<file path="src/elevator_group_dispatcher_unit_defines.svh">
// Assertion macros used by the dispatcher controller
`ifndef ELEVATOR_GROUP_DISPATCHER_UNIT_DEFINES_SVH
`define ELEVATOR_GROUP_DISPATCHER_UNIT_DEFINES_SVH

// same-cycle implication, checked outside reset
`define EGD_ASSERT_SAME(label, ante, cons, msg) \
	label: assert property (@(posedge clk) disable iff (!arst_n) (ante) |-> (cons)) \
		else $error(msg);

// next-cycle implication, checked outside reset
`define EGD_ASSERT_NEXT(label, ante, cons, msg) \
	label: assert property (@(posedge clk) disable iff (!arst_n) (ante) |=> (cons)) \
		else $error(msg);

`endif

</file>
<file path="src/egd_pkg.sv">
// Types, constants and control/status structs of the elevator group dispatcher
`timescale 1ns / 1ps
package egd_pkg;

	localparam int FLOORS      = 16;
	localparam int CARS        = 2;
	localparam int FIRST_FLOOR = 1;

	localparam int FIDX_W    = $clog2(FLOORS);
	localparam int CAR_W     = $clog2(CARS);
	localparam int FLOOR_W   = 5;
	localparam int CNT_W     = $clog2(3 * FLOORS + 1);
	localparam int WGT_W     = 18;
	localparam int CFG_W     = 8;
	localparam int CFG_IDX_W = 3;

	localparam logic [FIDX_W-1:0] HOME_FLOOR = (FIRST_FLOOR > FLOORS) ?
		FIDX_W'(FLOORS - 1) : FIDX_W'(FIRST_FLOOR - 1);

	localparam logic [CFG_IDX_W-1:0] CFG_DISTANCE_WEIGHT = 3'd0;
	localparam logic [CFG_IDX_W-1:0] CFG_LOAD_WEIGHT     = 3'd1;
	localparam logic [CFG_IDX_W-1:0] CFG_IDLE_BONUS      = 3'd2;
	localparam logic [CFG_IDX_W-1:0] CFG_ALONG_BONUS     = 3'd3;
	localparam logic [CFG_IDX_W-1:0] CFG_AWAY_PENALTY    = 3'd4;
	localparam logic [CFG_IDX_W-1:0] CFG_TURN_PENALTY    = 3'd5;

	localparam logic [CFG_W-1:0] RST_DISTANCE_WEIGHT = 8'd10;
	localparam logic [CFG_W-1:0] RST_LOAD_WEIGHT     = 8'd20;
	localparam logic [CFG_W-1:0] RST_IDLE_BONUS      = 8'd15;
	localparam logic [CFG_W-1:0] RST_ALONG_BONUS     = 8'd25;
	localparam logic [CFG_W-1:0] RST_AWAY_PENALTY    = 8'd30;
	localparam logic [CFG_W-1:0] RST_TURN_PENALTY    = 8'd15;

	typedef enum logic [1:0] {OP_HALL, OP_CABIN, OP_TICK, OP_BOARD} op_t;
	typedef enum logic [2:0] {
		KIND_FREE, KIND_MOVE, KIND_STOP, KIND_POSITION, KIND_LAMP_ON, KIND_LAMP_OFF
	} kind_t;
	typedef enum logic [1:0] {MV_STAND, MV_UP, MV_DOWN} motion_t;
	typedef enum logic [1:0] {LAMP_HALL_UP, LAMP_HALL_DOWN, LAMP_CABIN} lamp_t;
	typedef enum logic [2:0] {PH_FREE = 3'd0, PH_MANAGE_CABIN = 3'd3} phase_t;
	typedef enum logic [2:0] {RES_STOP, RES_POS, RES_CMD, RES_LAMP_ON, RES_LAMP_OFF} res_sel_t;

	typedef struct packed {
		logic     emit;
		res_sel_t res_sel;
		logic     last;
		lamp_t    group;
		logic     sweep_step;
		logic     car_first;
		logic     car_next;
		logic     car_best;
		logic     weigh;
		logic     set_hall;
		logic     set_cabin;
		logic     tick_move;
		logic     clear_lamp;
		logic     stand;
		logic     manage;
	} egd_cmd_t;

	typedef struct packed {
		op_t  op;
		logic floor_ok;
		logic car_ok;
		logic call_ok;
		logic tick_ok;
		logic dup_hall;
		logic dup_cabin;
		logic stand_hit;
		logic sweep_last;
		logic car_last;
		logic hit_cabin;
		logic hit_up;
		logic hit_down;
	} egd_stat_t;

endpackage

</file>
<file path="src/egd_datapath.sv">
// Dispatcher datapath: car state, call maps, floor sweep, weights and results
`timescale 1ns / 1ps
module egd_datapath import egd_pkg::*; (
	input  logic                 clk,
	input  logic                 arst_n,
	input  logic                 take,
	input  logic [1:0]           operation,
	input  logic [FLOOR_W-1:0]   floor,
	input  logic                 call_direction,
	input  logic                 car,
	input  logic                 cfg_we,
	input  logic [CFG_IDX_W-1:0] cfg_index,
	input  logic [CFG_W-1:0]     cfg_data,
	input  egd_cmd_t             cmd,
	output egd_stat_t            st,
	output logic                 result_strobe,
	output logic [2:0]           kind,
	output logic                 car_index,
	output logic [FLOOR_W-1:0]   floor_number,
	output logic [1:0]           heading,
	output logic [1:0]           lamp_group,
	output logic                 last
);

	// captured item
	op_t                     op_q;
	logic [FLOOR_W-1:0]      floor_q;
	logic                    dir_q;
	logic [CAR_W-1:0]        car_q;
	logic [CAR_W-1:0]        best_q;
	logic signed [WGT_W-1:0] bw_q;

	logic [CFG_W-1:0] dw_q, lw_q, ib_q, alb_q, ap_q, tp_q;

	// car state and call maps
	phase_t             phase_q;
	logic [FIDX_W-1:0]  pos_q  [CARS];
	motion_t            mot_q  [CARS];
	logic               pref_q [CARS];
	logic [FLOORS-1:0]  cab_q  [CARS];
	logic [FLOORS-1:0]  hu_q   [CARS];
	logic [FLOORS-1:0]  hd_q   [CARS];

	// sweep records
	logic [FIDX_W-1:0] sf_q;
	logic              upf_v_q, upr_v_q, dnr_v_q, dnf_v_q, ab_v_q, bl_v_q;
	logic [FIDX_W-1:0] upf_i_q, upr_i_q, dnr_i_q, dnf_i_q, ab_i_q, bl_i_q;
	logic [CNT_W-1:0]  cnt_q;

	// result registers
	logic               strobe_q, last_q;
	kind_t              kind_q;
	logic [CAR_W-1:0]   rcar_q;
	logic [FLOOR_W-1:0] rfloor_q;
	motion_t            rdir_q;
	lamp_t              rgrp_q;

	logic [FLOOR_W-1:0] fm1, cur_num;
	logic [FIDX_W-1:0]  fidx, cur, span;
	motion_t            mot, need, want;
	logic               pref;
	logic [FLOORS-1:0]  cm, um, dm, am;
	logic [FIDX_W+CFG_W-1:0] dprod;
	logic [CNT_W+CFG_W-1:0]  lprod;
	logic signed [WGT_W-1:0] w;
	logic               any_all, stand_hit, dup_hall;
	logic [CAR_W-1:0]   stand_idx;

	assign fm1     = floor_q - 1'b1;
	assign fidx    = fm1[FIDX_W-1:0];
	assign cur     = pos_q[car_q];
	assign cur_num = FLOOR_W'(cur) + 1'b1;
	assign mot     = mot_q[car_q];
	assign pref    = pref_q[car_q];
	assign cm      = cab_q[car_q];
	assign um      = hu_q[car_q];
	assign dm      = hd_q[car_q];
	assign am      = cm | um | dm;

	// checks over all cars
	always_comb begin
		any_all   = 1'b0;
		stand_hit = 1'b0;
		stand_idx = '0;
		dup_hall  = 1'b0;
		for (int k = CARS - 1; k >= 0; k--) begin
			if ((cab_q[k] | hu_q[k] | hd_q[k]) != '0)
				any_all = 1'b1;
			if (dir_q ? hd_q[k][fidx] : hu_q[k][fidx])
				dup_hall = 1'b1;
			if (pos_q[k] == fidx && mot_q[k] == MV_STAND) begin
				stand_hit = 1'b1;
				stand_idx = CAR_W'(k);
			end
		end
	end

	assign st.op         = op_q;
	assign st.floor_ok   = (floor_q != '0) && (floor_q <= FLOOR_W'(FLOORS));
	assign st.car_ok     = (32'(car_q) < CARS);
	assign st.call_ok    = (phase_q == PH_FREE) || (phase_q == PH_MANAGE_CABIN);
	assign st.tick_ok    = (phase_q == PH_MANAGE_CABIN);
	assign st.dup_hall   = dup_hall;
	assign st.dup_cabin  = cm[fidx];
	assign st.stand_hit  = stand_hit;
	assign st.sweep_last = (sf_q == FIDX_W'(FLOORS - 1));
	assign st.car_last   = (car_q == CAR_W'(CARS - 1));
	assign st.hit_cabin  = cm[cur];
	assign st.hit_up     = um[cur];
	assign st.hit_down   = dm[cur];

	// weight of car_q for the captured hall call
	assign span  = (fidx > cur) ? fidx - cur : cur - fidx;
	assign dprod = span * dw_q;
	assign lprod = cnt_q * lw_q;
	assign need  = (fidx > cur) ? MV_UP : ((fidx < cur) ? MV_DOWN : MV_STAND);
	assign want  = dir_q ? MV_DOWN : MV_UP;

	always_comb begin
		w = $signed(WGT_W'(dprod)) + $signed(WGT_W'(lprod));
		if (mot == MV_STAND) begin
			w = w - $signed(WGT_W'(ib_q));
		end else begin
			if (mot == need && mot == want)
				w = w - $signed(WGT_W'(alb_q));
			else if (mot != need)
				w = w + $signed(WGT_W'(ap_q));
			if (mot != need && need != MV_STAND)
				w = w + $signed(WGT_W'(tp_q));
		end
	end

	// sweep step: one floor per cycle, records restart at floor index zero
	logic fresh, above, below, cb, ub, db;
	logic              n_upf_v, n_upr_v, n_dnr_v, n_dnf_v, n_ab_v, n_bl_v;
	logic [FIDX_W-1:0] n_upf_i, n_upr_i, n_dnr_i, n_dnf_i, n_ab_i, n_bl_i;
	logic [CNT_W-1:0]  n_cnt;

	always_comb begin
		fresh = (sf_q == '0);
		above = sf_q > cur;
		below = sf_q < cur;
		cb = cm[sf_q];
		ub = um[sf_q];
		db = dm[sf_q];
		n_upf_v = fresh ? 1'b0 : upf_v_q;  n_upf_i = upf_i_q;
		n_upr_v = fresh ? 1'b0 : upr_v_q;  n_upr_i = upr_i_q;
		n_dnr_v = fresh ? 1'b0 : dnr_v_q;  n_dnr_i = dnr_i_q;
		n_dnf_v = fresh ? 1'b0 : dnf_v_q;  n_dnf_i = dnf_i_q;
		n_ab_v  = fresh ? 1'b0 : ab_v_q;   n_ab_i  = ab_i_q;
		n_bl_v  = fresh ? 1'b0 : bl_v_q;   n_bl_i  = bl_i_q;
		n_cnt   = (fresh ? '0 : cnt_q) + CNT_W'(cb) + CNT_W'(ub) + CNT_W'(db);
		// nearest cabin or hall-up call above
		if (!n_upf_v && above && (cb || ub)) begin
			n_upf_v = 1'b1;  n_upf_i = sf_q;
		end
		// highest hall-down above: turnaround point going up
		if (above && db) begin
			n_upr_v = 1'b1;  n_upr_i = sf_q;
		end
		// lowest hall-up below: turnaround point going down
		if (!n_dnr_v && below && ub) begin
			n_dnr_v = 1'b1;  n_dnr_i = sf_q;
		end
		// nearest cabin or hall-down call below
		if (below && (cb || db)) begin
			n_dnf_v = 1'b1;  n_dnf_i = sf_q;
		end
		if (!n_ab_v && above && (cb || ub || db)) begin
			n_ab_v = 1'b1;  n_ab_i = sf_q;
		end
		if (below && (cb || ub || db)) begin
			n_bl_v = 1'b1;  n_bl_i = sf_q;
		end
	end

	// next floor choice and new motion, from a finished sweep
	logic              su_v, sd_v, t_v, flip;
	logic [FIDX_W-1:0] su_i, sd_i, t_i, du, dd;
	motion_t           mg_dir;
	kind_t             mg_kind;

	always_comb begin
		su_v = 1'b1;  su_i = upf_i_q;
		if (!(upf_v_q && (!upr_v_q || upf_i_q < upr_i_q))) begin
			su_v = upr_v_q;  su_i = upr_i_q;
		end
		sd_v = 1'b1;  sd_i = dnf_i_q;
		if (!(dnf_v_q && (!dnr_v_q || dnf_i_q > dnr_i_q))) begin
			sd_v = dnr_v_q;  sd_i = dnr_i_q;
		end
		t_v  = 1'b0;
		t_i  = cur;
		flip = 1'b0;
		if (cnt_q == '0) begin
			t_v = 1'b0;
		end else if (am[cur]) begin
			t_v = 1'b1;
		end else if (mot != MV_STAND) begin
			t_v = (mot == MV_UP) ? su_v : sd_v;
			t_i = (mot == MV_UP) ? su_i : sd_i;
		end else if (pref ? ab_v_q : bl_v_q) begin
			t_v = pref ? su_v : sd_v;
			t_i = pref ? su_i : sd_i;
		end else if (pref ? bl_v_q : ab_v_q) begin
			// nothing ahead in the preferred direction: turn round
			flip = 1'b1;
			t_v  = 1'b1;
			t_i  = pref ? bl_i_q : ab_i_q;
		end
		du = ab_i_q - cur;
		dd = cur - bl_i_q;
		if (!t_v) begin
			mg_kind = KIND_FREE;  mg_dir = MV_STAND;
		end else if (t_i > cur) begin
			mg_kind = KIND_MOVE;  mg_dir = MV_UP;
		end else if (t_i < cur) begin
			mg_kind = KIND_MOVE;  mg_dir = MV_DOWN;
		end else begin
			mg_kind = KIND_STOP;
			if (mot != MV_STAND)
				mg_dir = MV_STAND;
			else if (ab_v_q && bl_v_q && du == dd)
				mg_dir = pref ? MV_UP : MV_DOWN;
			else if (ab_v_q && (!bl_v_q || du < dd))
				mg_dir = MV_UP;
			else if (bl_v_q)
				mg_dir = MV_DOWN;
			else
				mg_dir = MV_STAND;
		end
	end

	// configuration registers
	always_ff @(posedge clk or negedge arst_n) begin
		if (!arst_n) begin
			dw_q  <= RST_DISTANCE_WEIGHT;
			lw_q  <= RST_LOAD_WEIGHT;
			ib_q  <= RST_IDLE_BONUS;
			alb_q <= RST_ALONG_BONUS;
			ap_q  <= RST_AWAY_PENALTY;
			tp_q  <= RST_TURN_PENALTY;
		end else if (cfg_we) begin
			case (cfg_index)
				CFG_DISTANCE_WEIGHT: dw_q  <= cfg_data;
				CFG_LOAD_WEIGHT:     lw_q  <= cfg_data;
				CFG_IDLE_BONUS:      ib_q  <= cfg_data;
				CFG_ALONG_BONUS:     alb_q <= cfg_data;
				CFG_AWAY_PENALTY:    ap_q  <= cfg_data;
				CFG_TURN_PENALTY:    tp_q  <= cfg_data;
				default: ;
			endcase
		end
	end

	// item capture, car pointer and best-weight tracking
	always_ff @(posedge clk or negedge arst_n) begin
		if (!arst_n) begin
			car_q <= '0;
		end else if (take) begin
			car_q <= CAR_W'(car);
		end else if (cmd.car_first) begin
			car_q <= '0;
		end else if (cmd.car_next) begin
			car_q <= car_q + 1'b1;
		end else if (cmd.car_best) begin
			car_q <= best_q;
		end
	end

	always_ff @(posedge clk) begin
		if (take) begin
			op_q    <= op_t'(operation);
			floor_q <= floor;
			dir_q   <= call_direction;
		end
		if (cmd.weigh && (car_q == '0 || w < bw_q)) begin
			bw_q   <= w;
			best_q <= car_q;
		end
	end

	// sweep registers
	always_ff @(posedge clk or negedge arst_n) begin
		if (!arst_n) begin
			sf_q <= '0;
		end else if (cmd.sweep_step) begin
			sf_q <= (sf_q == FIDX_W'(FLOORS - 1)) ? '0 : sf_q + 1'b1;
		end
	end

	always_ff @(posedge clk) begin
		if (cmd.sweep_step) begin
			upf_v_q <= n_upf_v;  upf_i_q <= n_upf_i;
			upr_v_q <= n_upr_v;  upr_i_q <= n_upr_i;
			dnr_v_q <= n_dnr_v;  dnr_i_q <= n_dnr_i;
			dnf_v_q <= n_dnf_v;  dnf_i_q <= n_dnf_i;
			ab_v_q  <= n_ab_v;   ab_i_q  <= n_ab_i;
			bl_v_q  <= n_bl_v;   bl_i_q  <= n_bl_i;
			cnt_q   <= n_cnt;
		end
	end

	// car state and call maps
	always_ff @(posedge clk or negedge arst_n) begin
		if (!arst_n) begin
			phase_q <= PH_FREE;
			for (int k = 0; k < CARS; k++) begin
				pos_q[k]  <= HOME_FLOOR;
				mot_q[k]  <= MV_STAND;
				pref_q[k] <= 1'b1;
				cab_q[k]  <= '0;
				hu_q[k]   <= '0;
				hd_q[k]   <= '0;
			end
		end else begin
			if (cmd.set_hall) begin
				if (dir_q)
					hd_q[best_q][fidx] <= 1'b1;
				else
					hu_q[best_q][fidx] <= 1'b1;
			end
			if (cmd.set_cabin)
				cab_q[car_q][fidx] <= 1'b1;
			if (cmd.tick_move) begin
				if (mot == MV_UP && cur < FIDX_W'(FLOORS - 1))
					pos_q[car_q] <= cur + 1'b1;
				else if (mot == MV_DOWN && cur > '0)
					pos_q[car_q] <= cur - 1'b1;
			end
			if (cmd.clear_lamp) begin
				case (cmd.group)
					LAMP_CABIN:     cab_q[car_q][cur] <= 1'b0;
					LAMP_HALL_UP:   hu_q[car_q][cur]  <= 1'b0;
					LAMP_HALL_DOWN: hd_q[car_q][cur]  <= 1'b0;
					default: ;
				endcase
			end
			if (cmd.stand)
				mot_q[car_q] <= MV_STAND;
			if (cmd.manage) begin
				mot_q[car_q] <= mg_dir;
				if (flip)
					pref_q[car_q] <= ~pref;
				phase_q <= any_all ? PH_MANAGE_CABIN : PH_FREE;
			end
		end
	end

	// result registers
	always_ff @(posedge clk or negedge arst_n) begin
		if (!arst_n)
			strobe_q <= 1'b0;
		else
			strobe_q <= cmd.emit;
	end

	always_ff @(posedge clk) begin
		if (cmd.emit) begin
			last_q <= cmd.last;
			case (cmd.res_sel)
				RES_STOP: begin
					kind_q   <= KIND_STOP;
					rcar_q   <= stand_idx;
					rfloor_q <= floor_q;
					rdir_q   <= MV_STAND;
					rgrp_q   <= LAMP_HALL_UP;
				end
				RES_POS: begin
					kind_q   <= KIND_POSITION;
					rcar_q   <= car_q;
					rfloor_q <= cur_num;
					rdir_q   <= mot;
					rgrp_q   <= LAMP_HALL_UP;
				end
				RES_CMD: begin
					kind_q   <= mg_kind;
					rcar_q   <= car_q;
					rfloor_q <= cur_num;
					rdir_q   <= mg_dir;
					rgrp_q   <= LAMP_HALL_UP;
				end
				RES_LAMP_ON: begin
					kind_q   <= KIND_LAMP_ON;
					rcar_q   <= car_q;
					rfloor_q <= floor_q;
					rdir_q   <= MV_STAND;
					rgrp_q   <= (op_q == OP_CABIN) ? LAMP_CABIN :
						(dir_q ? LAMP_HALL_DOWN : LAMP_HALL_UP);
				end
				default: begin
					kind_q   <= KIND_LAMP_OFF;
					rcar_q   <= car_q;
					rfloor_q <= cur_num;
					rdir_q   <= MV_STAND;
					rgrp_q   <= cmd.group;
				end
			endcase
		end
	end

	assign result_strobe = strobe_q;
	assign kind          = kind_q;
	assign car_index     = rcar_q[0];
	assign floor_number  = rfloor_q;
	assign heading       = rdir_q;
	assign lamp_group    = rgrp_q;
	assign last          = last_q;

endmodule

</file>
<file path="src/egd_ctrl.sv">
// Dispatcher controller: sequences checks, floor sweeps, commands and lamps
`timescale 1ns / 1ps
`include "elevator_group_dispatcher_unit_defines.svh"
module egd_ctrl import egd_pkg::*; (
	input  logic      clk,
	input  logic      arst_n,
	input  logic      start,
	input  egd_stat_t st,
	output egd_cmd_t  cmd,
	output logic      busy
);

	typedef enum logic [3:0] {
		ST_IDLE, ST_CHECK, ST_POS, ST_W_SWEEP, ST_W_EVAL, ST_SET_HALL,
		ST_M_SWEEP, ST_M_CMD, ST_LAMP_ON, ST_OFF_C, ST_OFF_U, ST_OFF_D
	} state_t;

	state_t state_q, nxt;

	always_comb begin
		cmd = '0;
		nxt = state_q;
		case (state_q)
			ST_IDLE: begin
				if (start)
					nxt = ST_CHECK;
			end
			ST_CHECK: begin
				case (st.op)
					OP_HALL: begin
						if (!st.floor_ok || !st.call_ok || st.dup_hall) begin
							nxt = ST_IDLE;
						end else if (st.stand_hit) begin
							cmd.emit    = 1'b1;
							cmd.res_sel = RES_STOP;
							cmd.last    = 1'b1;
							nxt         = ST_IDLE;
						end else begin
							cmd.car_first = 1'b1;
							nxt           = ST_W_SWEEP;
						end
					end
					OP_CABIN: begin
						if (!st.floor_ok || !st.car_ok || !st.call_ok || st.dup_cabin) begin
							nxt = ST_IDLE;
						end else begin
							cmd.set_cabin = 1'b1;
							nxt           = ST_M_SWEEP;
						end
					end
					OP_TICK: begin
						if (!st.car_ok || !st.tick_ok) begin
							nxt = ST_IDLE;
						end else begin
							cmd.tick_move = 1'b1;
							nxt           = ST_POS;
						end
					end
					default: begin
						nxt = (!st.car_ok || !st.tick_ok) ? ST_IDLE : ST_OFF_C;
					end
				endcase
			end
			ST_POS: begin
				cmd.emit    = 1'b1;
				cmd.res_sel = RES_POS;
				nxt         = ST_M_SWEEP;
			end
			ST_W_SWEEP: begin
				cmd.sweep_step = 1'b1;
				if (st.sweep_last)
					nxt = ST_W_EVAL;
			end
			ST_W_EVAL: begin
				cmd.weigh = 1'b1;
				if (st.car_last) begin
					nxt = ST_SET_HALL;
				end else begin
					cmd.car_next = 1'b1;
					nxt          = ST_W_SWEEP;
				end
			end
			ST_SET_HALL: begin
				cmd.set_hall = 1'b1;
				cmd.car_best = 1'b1;
				nxt          = ST_M_SWEEP;
			end
			ST_M_SWEEP: begin
				cmd.sweep_step = 1'b1;
				if (st.sweep_last)
					nxt = ST_M_CMD;
			end
			ST_M_CMD: begin
				cmd.manage  = 1'b1;
				cmd.emit    = 1'b1;
				cmd.res_sel = RES_CMD;
				cmd.last    = (st.op == OP_TICK) || (st.op == OP_BOARD);
				nxt         = cmd.last ? ST_IDLE : ST_LAMP_ON;
			end
			ST_LAMP_ON: begin
				cmd.emit    = 1'b1;
				cmd.res_sel = RES_LAMP_ON;
				cmd.last    = 1'b1;
				nxt         = ST_IDLE;
			end
			ST_OFF_C: begin
				cmd.group      = LAMP_CABIN;
				cmd.res_sel    = RES_LAMP_OFF;
				cmd.emit       = st.hit_cabin;
				cmd.clear_lamp = st.hit_cabin;
				nxt            = ST_OFF_U;
			end
			ST_OFF_U: begin
				cmd.group      = LAMP_HALL_UP;
				cmd.res_sel    = RES_LAMP_OFF;
				cmd.emit       = st.hit_up;
				cmd.clear_lamp = st.hit_up;
				nxt            = ST_OFF_D;
			end
			ST_OFF_D: begin
				cmd.group      = LAMP_HALL_DOWN;
				cmd.res_sel    = RES_LAMP_OFF;
				cmd.emit       = st.hit_down;
				cmd.clear_lamp = st.hit_down;
				cmd.stand      = 1'b1;
				nxt            = ST_M_SWEEP;
			end
			default: nxt = ST_IDLE;
		endcase
	end

	always_ff @(posedge clk or negedge arst_n) begin
		if (!arst_n)
			state_q <= ST_IDLE;
		else
			state_q <= nxt;
	end

	assign busy = (state_q != ST_IDLE);

	`EGD_ASSERT_NEXT(a_last_ends_item, cmd.emit && cmd.last, state_q == ST_IDLE, "item went on after its final result")
	`EGD_ASSERT_SAME(a_cmd_after_sweep, state_q == ST_M_CMD, $past(state_q) == ST_M_SWEEP, "car command without a full sweep")
	`EGD_ASSERT_SAME(a_idle_quiet, state_q == ST_IDLE, !cmd.emit && !cmd.sweep_step && !cmd.manage, "activity while idle")
	`EGD_ASSERT_NEXT(a_weigh_after_sweep, (state_q == ST_W_SWEEP) && st.sweep_last, state_q == ST_W_EVAL, "weight skipped after sweep")

endmodule

</file>
<file path="src/elevator_group_dispatcher_unit.sv">
// Top level of the elevator group dispatcher: controller plus datapath
`timescale 1ns / 1ps
//
//  channel   | handshake                   | payload
//  ----------+-----------------------------+---------------------------------------------
//  item in   | start, busy                 | operation, floor, call_direction, car
//  result    | result_strobe (1 cycle)     | kind, car_index, floor_number,
//            |                             | heading, lamp_group, last
//  config    | cfg_valid, cfg_ready        | cfg_index, cfg_data
//
//  An item is taken when start is high and busy is low. Each car looked at costs one
//  floor sweep: a placed hall call keeps busy high through check, two weighing sweeps
//  plus an eval step each, store, sweep of the chosen car, command and lamp; cabin calls
//  and ticks need one sweep, boarding a sweep after its three lamp-off slots.
//  Rejected, duplicate or stand-and-board hall items end in the check state.
//  Results leave one per cycle, registered in the cycle after their command; the receiver cannot stall.
//  arst_n resets all car state, call maps and config registers at once; no clearing pass.
//
module elevator_group_dispatcher_unit import egd_pkg::*; (
	input  logic                 clk,
	input  logic                 arst_n,
	// item channel
	input  logic                 start,
	output logic                 busy,
	input  logic [1:0]           operation,
	input  logic [FLOOR_W-1:0]   floor,
	input  logic                 call_direction,
	input  logic                 car,
	// result channel
	output logic                 result_strobe,
	output logic [2:0]           kind,
	output logic                 car_index,
	output logic [FLOOR_W-1:0]   floor_number,
	output logic [1:0]           heading,
	output logic [1:0]           lamp_group,
	output logic                 last,
	// configuration channel
	input  logic                 cfg_valid,
	output logic                 cfg_ready,
	input  logic [CFG_IDX_W-1:0] cfg_index,
	input  logic [CFG_W-1:0]     cfg_data
);

	egd_cmd_t  cmd;
	egd_stat_t st;
	logic      take;

	// config writes land at once, so the port never back-pressures
	assign cfg_ready = 1'b1;
	assign take      = start & ~busy;

	egd_ctrl u_ctrl (
		.clk    (clk),
		.arst_n (arst_n),
		.start  (start),
		.st     (st),
		.cmd    (cmd),
		.busy   (busy)
	);

	egd_datapath u_dp (
		.clk            (clk),
		.arst_n         (arst_n),
		.take           (take),
		.operation      (operation),
		.floor          (floor),
		.call_direction (call_direction),
		.car            (car),
		.cfg_we         (cfg_valid & cfg_ready),
		.cfg_index      (cfg_index),
		.cfg_data       (cfg_data),
		.cmd            (cmd),
		.st             (st),
		.result_strobe  (result_strobe),
		.kind           (kind),
		.car_index      (car_index),
		.floor_number   (floor_number),
		.heading        (heading),
		.lamp_group     (lamp_group),
		.last           (last)
	);

endmodule
</file>
<file path="config.mk">
export PLATFORM = sky130hd
export DESIGN_NAME = elevator_group_dispatcher_unit
export DESIGN_NICKNAME = d
export VERILOG_FILES = /design/src/egd_pkg.sv /design/src/egd_datapath.sv /design/src/egd_ctrl.sv /design/src/elevator_group_dispatcher_unit.sv
export VERILOG_INCLUDE_DIRS = /design/src /design/src/src
export SDC_FILE = /design/constraint.sdc
export NUM_CORES = 1
export LEC_CHECK = 0
export BUFFER_PORTS_ARGS = -buffer_cell sky130_fd_sc_hd__buf_2
export CORE_MARGIN = 2
export CORE_UTILIZATION = 45
export DETAILED_ROUTE_END_ITERATION = 12
export HOLD_SLACK_MARGIN = 0.08
export PLACE_DENSITY = 0.7
export SLEW_MARGIN = 20
export SYNTH_ARGS = -nofsm -noshare
export SYNTH_HDL_FRONTEND = slang
export SYNTH_SLANG_ARGS = --single-unit
</file>
<file path="constraint.sdc">
create_clock -name clk -period 27 [get_ports clk]
set_input_delay 1.35 -clock clk [delete_from_list [all_inputs] [get_ports clk]]
set_output_delay 1.35 -clock clk [all_outputs]
set_load 0.005 [all_outputs]
</file>
==> flow_metrics.tcl, run 1 <==
set metrics [dict create \
    synth_largest_area_cell "dfrtp_1" \
    worst_pin_slew_ps 1070 \
    hp-class "reg -> reg" \
    final_cell_mix "nand2_1, inv_1, dfrtp_1" \
    avgViaCountPerCell 6.24 \
    async_flop_share_pct 68.7 \
    drt_first_iter_violations 1645 \
    r2r_slack_ps 13320 \
    path_class "reg -> reg" \
    synth_cells 2046 \
    maxCapViolCount 0 \
    cp.required_ps 27190 \
    grt.total_usage_pct 26.0 \
    yosys-top-cells-area "dfrtp_1, edfxtp_1, ha_1" \
    drive_gt1_share_pct 12.0 \
    area_growth_pct 8.80 \
    placed_cells 2591 \
    holdWs_ps 510 \
    hold_viol_final 0 \
    grt_pass1_wl_um 91400 \
    worstSkewPairLatency_ps 600 \
    tritoncts "built" \
    path_max_fanout 35 \
    cts-root-buf "clkbuf_16" \
    finalSetupViolCount 0 \
    drc 0 \
    crit_path_start "u_dp.floor_q[0]" \
    hpwl_um 43200 \
    status "finished, final reports clean" \
    synth-seq-cells 246 \
    synth.avg_cell_area_um2 9.53 \
    synth_top_area_share_pct 19.0 \
    nets 2262 \
    grt_max_degree 97 \
    clk_pin_slew_ps 70 \
    crit_slowest_cell "a21oi_2" \
    portBuffers 39 \
    syn_nets 2272 \
    rows 76 \
    cp-start-kind "flop" \
    globalplace.congestion 1.00 \
    initial_core_util_pct 45.5 \
    htree_num_levels 1 \
    endpoint_kind "flop" \
    cp.arrival_ps 13870 \
    fin_tns_setup_ps 0 \
    cts_made_buffers 28 \
    diodes 0 \
    yosys_warnings 0 \
    post_cts_buffers 0 \
    clock_skew_ps 38.8 \
    boundaryPins 41 \
    first_pass_iters 6 \
    min_path_cells 1 \
    die_h_um 212 \
    die_area_um2 45000 \
    antenna_found_initial 0 \
    crit_end "u_dp.best_q" \
    grt_pass1_vias 16300 \
    fin_ws_ps 13320 \
    yosys_most_used_dff "dfrtp_1" \
    clock.fmax_ghz 0.0731 \
    post-place-ws_ps 13420 \
    n_fill_cell 3934 \
    grt-ovfl-total 0 \
    cpMostUsedCell "ha_1" \
    drt-wirelength-per-cell_um 22.0 \
    detail-route-antenna-nets 0 \
    wl_um 58300 \
    period_minus_slack_ps 13680 \
    slew_headroom_pct 28.6 \
    reg2reg_to "u_dp.best_q" \
    synth_edf_count 77 \
    syn_area_um2 19500 \
    clock_sinks 246 \
    slowest_delay_ps 820 \
    route.vias.total 16500 \
    drv_slew 0 \
    clockBufferDepth 3 \
    ctsHoldBuffers 0 \
    seq_area_frac_synth_pct 33.7 \
    final_common_cell "nand2_1" \
    coreArea_um2 42900 \
    rsz0062_at_grt "false" \
    yosysUniqueCellTypes 84 \
    die_w_um 212 \
    fin_crit_sh_pct 50.7 \
    fin_cells 2642 \
    reg2reg_from "u_dp.floor_q[0]" \
    worstRegToRegCells 43 \
    cts-resized-gates 0 \
]
cells in the mapped netlist, types with 60 or more instances:
master / number
dfrtp_1: 148
a31oi_1: 134
edfxtp_1: 77
fa_1: 64
nor2_1: 144
o21ai_0: 88
inv_1: 150
clkbuf_1: 82
a21oi_1: 139
nand2_1: 154
mux2_2: 60
mux2i_1: 81
ha_1: 138
worst max-delay path: cells and delay by family (launching register included):
family,cells,cell delay (ps)
compound gates,14,3660
xor+xnor,4,1370
fa+ha+maj,11,4800
buf+inv,6,1260
flops,1,320
mux,1,280
simple gates,7,1580
worst min-delay path by stage:
stage	start	end
after floorplan	u_dp.car_q	u_dp.best_q
after global placement	u_dp.pref_q[0]	u_dp.pref_q[0]
after detailed placement	u_dp.pref_q[0]	u_dp.pref_q[0]
after CTS	u_dp.pref_q[0]	u_dp.pref_q[0]
after global routing	u_dp.pref_q[0]	u_dp.pref_q[0]
final	u_dp.pref_q[0]	u_dp.pref_q[0]
registers in the layout, summed over array words and instances, names as in the netlist, 5 cells and up:
| name | flops |
|---|---|
| u_dp.floor_number | 5 |
| u_dp.lw_q | 8 |
| u_dp.hu_q | 32 |
| u_dp.ap_q | 8 |
| u_dp.cnt_q | 6 |
| u_dp.alb_q | 8 |
| u_dp.hd_q | 32 |
| u_dp.ib_q | 8 |
| u_dp.tp_q | 8 |
| u_dp.cab_q | 32 |
| u_dp.dw_q | 8 |
| u_dp.pos_q | 8 |
| u_dp.floor_q | 5 |
| u_dp.bw_q | 18 |
logic make-up (layout without fill, tap and decap cells):
kind of cell / count (synthesis) / in the layout / synth area share (%)
flip-flops: 246 / 246 / 33.7
XOR/XNOR: 74 / 74 / 3.32
adder cells (fa/ha/maj): 202 / 202 / 15.4
other: 1 / 1 / 0.0192
AO/OA/AOI/OAI: 535 / 535 / 17.3
buffers and inverters: 259 / 270 / 5.15
multiplexers: 172 / 172 / 11.1
AND/OR/NAND/NOR: 557 / 557 / 14.0
layer usage:
layer	vias to the layer above	track usage [%]	share of wire [%]
li1	7436	-	-
met1	8172	32.1	39
met2	693	44.8	49
met3	181	3.32	6.1
met4	0	13.0	5.7
met5	-	0	0
stage by stage:
stage	utilization, %	instance area (um2)
floorplan	-	19500
global placement	47.3	20300
detailed placement	47.3	20300
CTS	49.4	21200
global route	49.5	21200
finish	49.5	21200
layout make-up:
class                   instances  area [um2]  area share (%)
multi-input cells            1541       12000            56.6
well taps                     585         732            3.45
repair buffers                 63         382            1.80
inverters                     156         586            2.76
clock buffers                  43         858            4.05
flip-flops and latches        246        6570            31.0
clock inverters                 8        73.8           0.348
Power of run 1 is not shown: default switching activity piles up to over one toggle a cycle in this logic, so the estimate is an artifact.
==> run 2, diff against run 1 <==
- ABC_AREA: default -> 1
- clock period: 27 -> 13.5 ns (I/O delays scaled with it)
==> flow_metrics.tcl, run 2 <==
set metrics [dict create \
    grt_pass1_vias 18900 \
    slowest_delay_ps 570 \
    async_flop_share_pct 68.7 \
    cp.arrival_ps 12360 \
    tritoncts "built" \
    grt_max_degree 103 \
    diodes 0 \
    maxCapViolCount 0 \
    drt_first_iter_violations 1770 \
    synth_edf_count 77 \
    synth-seq-cells 246 \
    hpwl_um 47700 \
    synth.avg_cell_area_um2 7.33 \
    status "finished, final reports clean" \
    n_fill_cell 4350 \
    yosys_most_used_dff "dfrtp_1" \
    grt_pass1_wl_um 103000 \
    boundaryPins 41 \
    seq_area_frac_synth_pct 32.4 \
    drc 0 \
    yosysUniqueCellTypes 67 \
    cts_made_buffers 30 \
    syn_nets 2994 \
    die_h_um 216 \
    critPathTopFamily "adder cells" \
    clock_skew_ps 20.3 \
    path_max_fanout 19 \
    htree_num_levels 1 \
    finalSetupViolCount 0 \
    cts-root-buf "clkbuf_16" \
    crit_slowest_cell "ha_1" \
    syn_area_um2 20300 \
    antenna_found_initial 0 \
    wl_um 64300 \
    yosys-top-cells-area "dfrtp_1, edfxtp_1, nand2_1" \
    synth.most_common_cell "nand2_1" \
    cts-resized-gates 0 \
    initial_core_util_pct 45.7 \
    ctsHoldBuffers 0 \
    clk_pin_slew_ps 60 \
    final_common_cell "nand2_1" \
    area_growth_pct 8.46 \
    synth_largest_area_cell "dfrtp_1" \
    synth_top_area_share_pct 18.2 \
    portBuffers 39 \
    detail-route-antenna-nets 0 \
    route.vias.total 19200 \
    first_pass_iters 6 \
    cp.required_ps 13720 \
    cp-start-kind "flop" \
    cpMostUsedCell "nand2_1" \
    rsz0062_at_grt "false" \
    final_cell_mix "nand2_1, inv_1, a21oi_1" \
    hold_viol_final 0 \
    worst_pin_slew_ps 1050 \
    drv_slew 0 \
    fin_crit_sh_pct 89.9 \
    synth_cells 2768 \
    fin_tns_setup_ps 0 \
    synth_common_cells "nand2_1, inv_1, nor2_1" \
    die_w_um 216 \
    post_cts_buffers 0 \
    hp-class "in -> async" \
    biggestRegsByFlops "u_dp.cab_q: 32 flops, u_dp.hd_q: 32 flops, u_dp.hu_q: 32 flops" \
    slew_headroom_pct 29.9 \
    cp_num_buf_inv 11 \
    clockBufferDepth 3 \
    coreArea_um2 44400 \
    nets 3000 \
    yosys_warnings 0 \
    worstSkewPairLatency_ps 590 \
    path_class "reg -> reg" \
    clock_sinks 246 \
    period_minus_slack_ps 12140 \
    clock.fmax_ghz 0.0824 \
    avgViaCountPerCell 5.67 \
    grt.total_usage_pct 27.5 \
    drt-wirelength-per-cell_um 19.0 \
    globalplace.congestion 0.986 \
    grt-ovfl-total 0 \
    rows 77 \
    endpoint_kind "flop" \
    drive_gt1_share_pct 6.68 \
    die_area_um2 46800 \
]
-- run 2: cell types whose count changed in the layout (fill, tap and decap cells not counted), moves of 37 or more --
cell | previous run | this run
o22ai_1 | 4 | 50
mux2i_1 | 79 | 12
mux2_2 | 60 | 1
nor2_1 | 142 | 228
nand2_1 | 154 | 610
o21ai_0 | 88 | 222
nor2b_1 | 37 | 0
a31oi_1 | 134 | 15
a21oi_1 | 138 | 229
inv_1 | 150 | 442
and2_1 | 44 | 0
nand3_1 | 19 | 112
-- run 2: metrics by stage --
step | utilization, % | cells | area (um2) | worst slack (ps) | hold WS, ps
floorplan | - | 2768 | 20300 | 2420 | 379
global placement | 47.3 | 3334 | 21000 | 1740 | 469
detailed placement | 47.3 | 3334 | 21000 | 1390 | 474
CTS | 49.6 | 3390 | 22000 | 1330 | 251
global route | 49.6 | 3390 | 22000 | 237 | 259
finish | 49.6 | 3390 | 22000 | 1360 | 232
-- run 2: path summary, 6_finish.rpt --
| check | cells past startpoint | slack [ps] | from | endpoint |
|---|---|---|---|---|
| worst max-delay path | 60 | 1360 | u_dp.floor_q[1] | u_dp.bw_q[5] |
| worst min-delay path | 1 | 230 | arst_n | u_dp.cab_q[6] |
| worst max register to register | 60 | 1360 | u_dp.floor_q[1] | u_dp.bw_q[5] |
| worst min register to register | 2 | 490 | u_dp.alb_q[4] | u_dp.alb_q[4] |
| max in group asynchronous | 2 | 11810 | arst_n | u_dp.tp_q[5] |
| min in group clk | 1 | 270 | floor[4] | u_dp.floor_q[4] |
-- run 2: area by class of cell --
| cell class | count | area (um2) | share of cell area, % |
|---|---|---|---|
| multi-input cells | 1982 | 11600 | 52.9 |
| flip-flops and latches | 246 | 6570 | 29.8 |
| inverters | 456 | 1710 | 7.79 |
| clock buffers | 43 | 908 | 4.13 |
| well taps | 592 | 741 | 3.36 |
| repair buffers | 58 | 344 | 1.56 |
| clock inverters | 13 | 93.8 | 0.426 |
-- run 2: metal layers --
layer / routed length (um) / vias up / global-route usage, %
met5: 0 / - / 0
met4: 2580 / 0 / 10.8
met3: 4870 / 166 / 4.45
met2: 29600 / 814 / 45.2
met1: 27300 / 9137 / 36.2
li1: - / 9097 / -
-- run 2: cells by family (layout without fill, tap and decap cells) --
group	after synthesis	in the layout	share of synthesized area (%)
muxes	13	13	0.647
adders and majority gates	202	202	14.8
xor gates and xnor gates	48	48	2.07
AOI/OAI and AO/OA	609	609	16.6
buffers and inverters	540	570	10.4
and+or+nand+nor	1109	1109	23.2
DFF	246	246	32.4
other	1	1	0.0185
Power of run 2 is left out for the same reason.
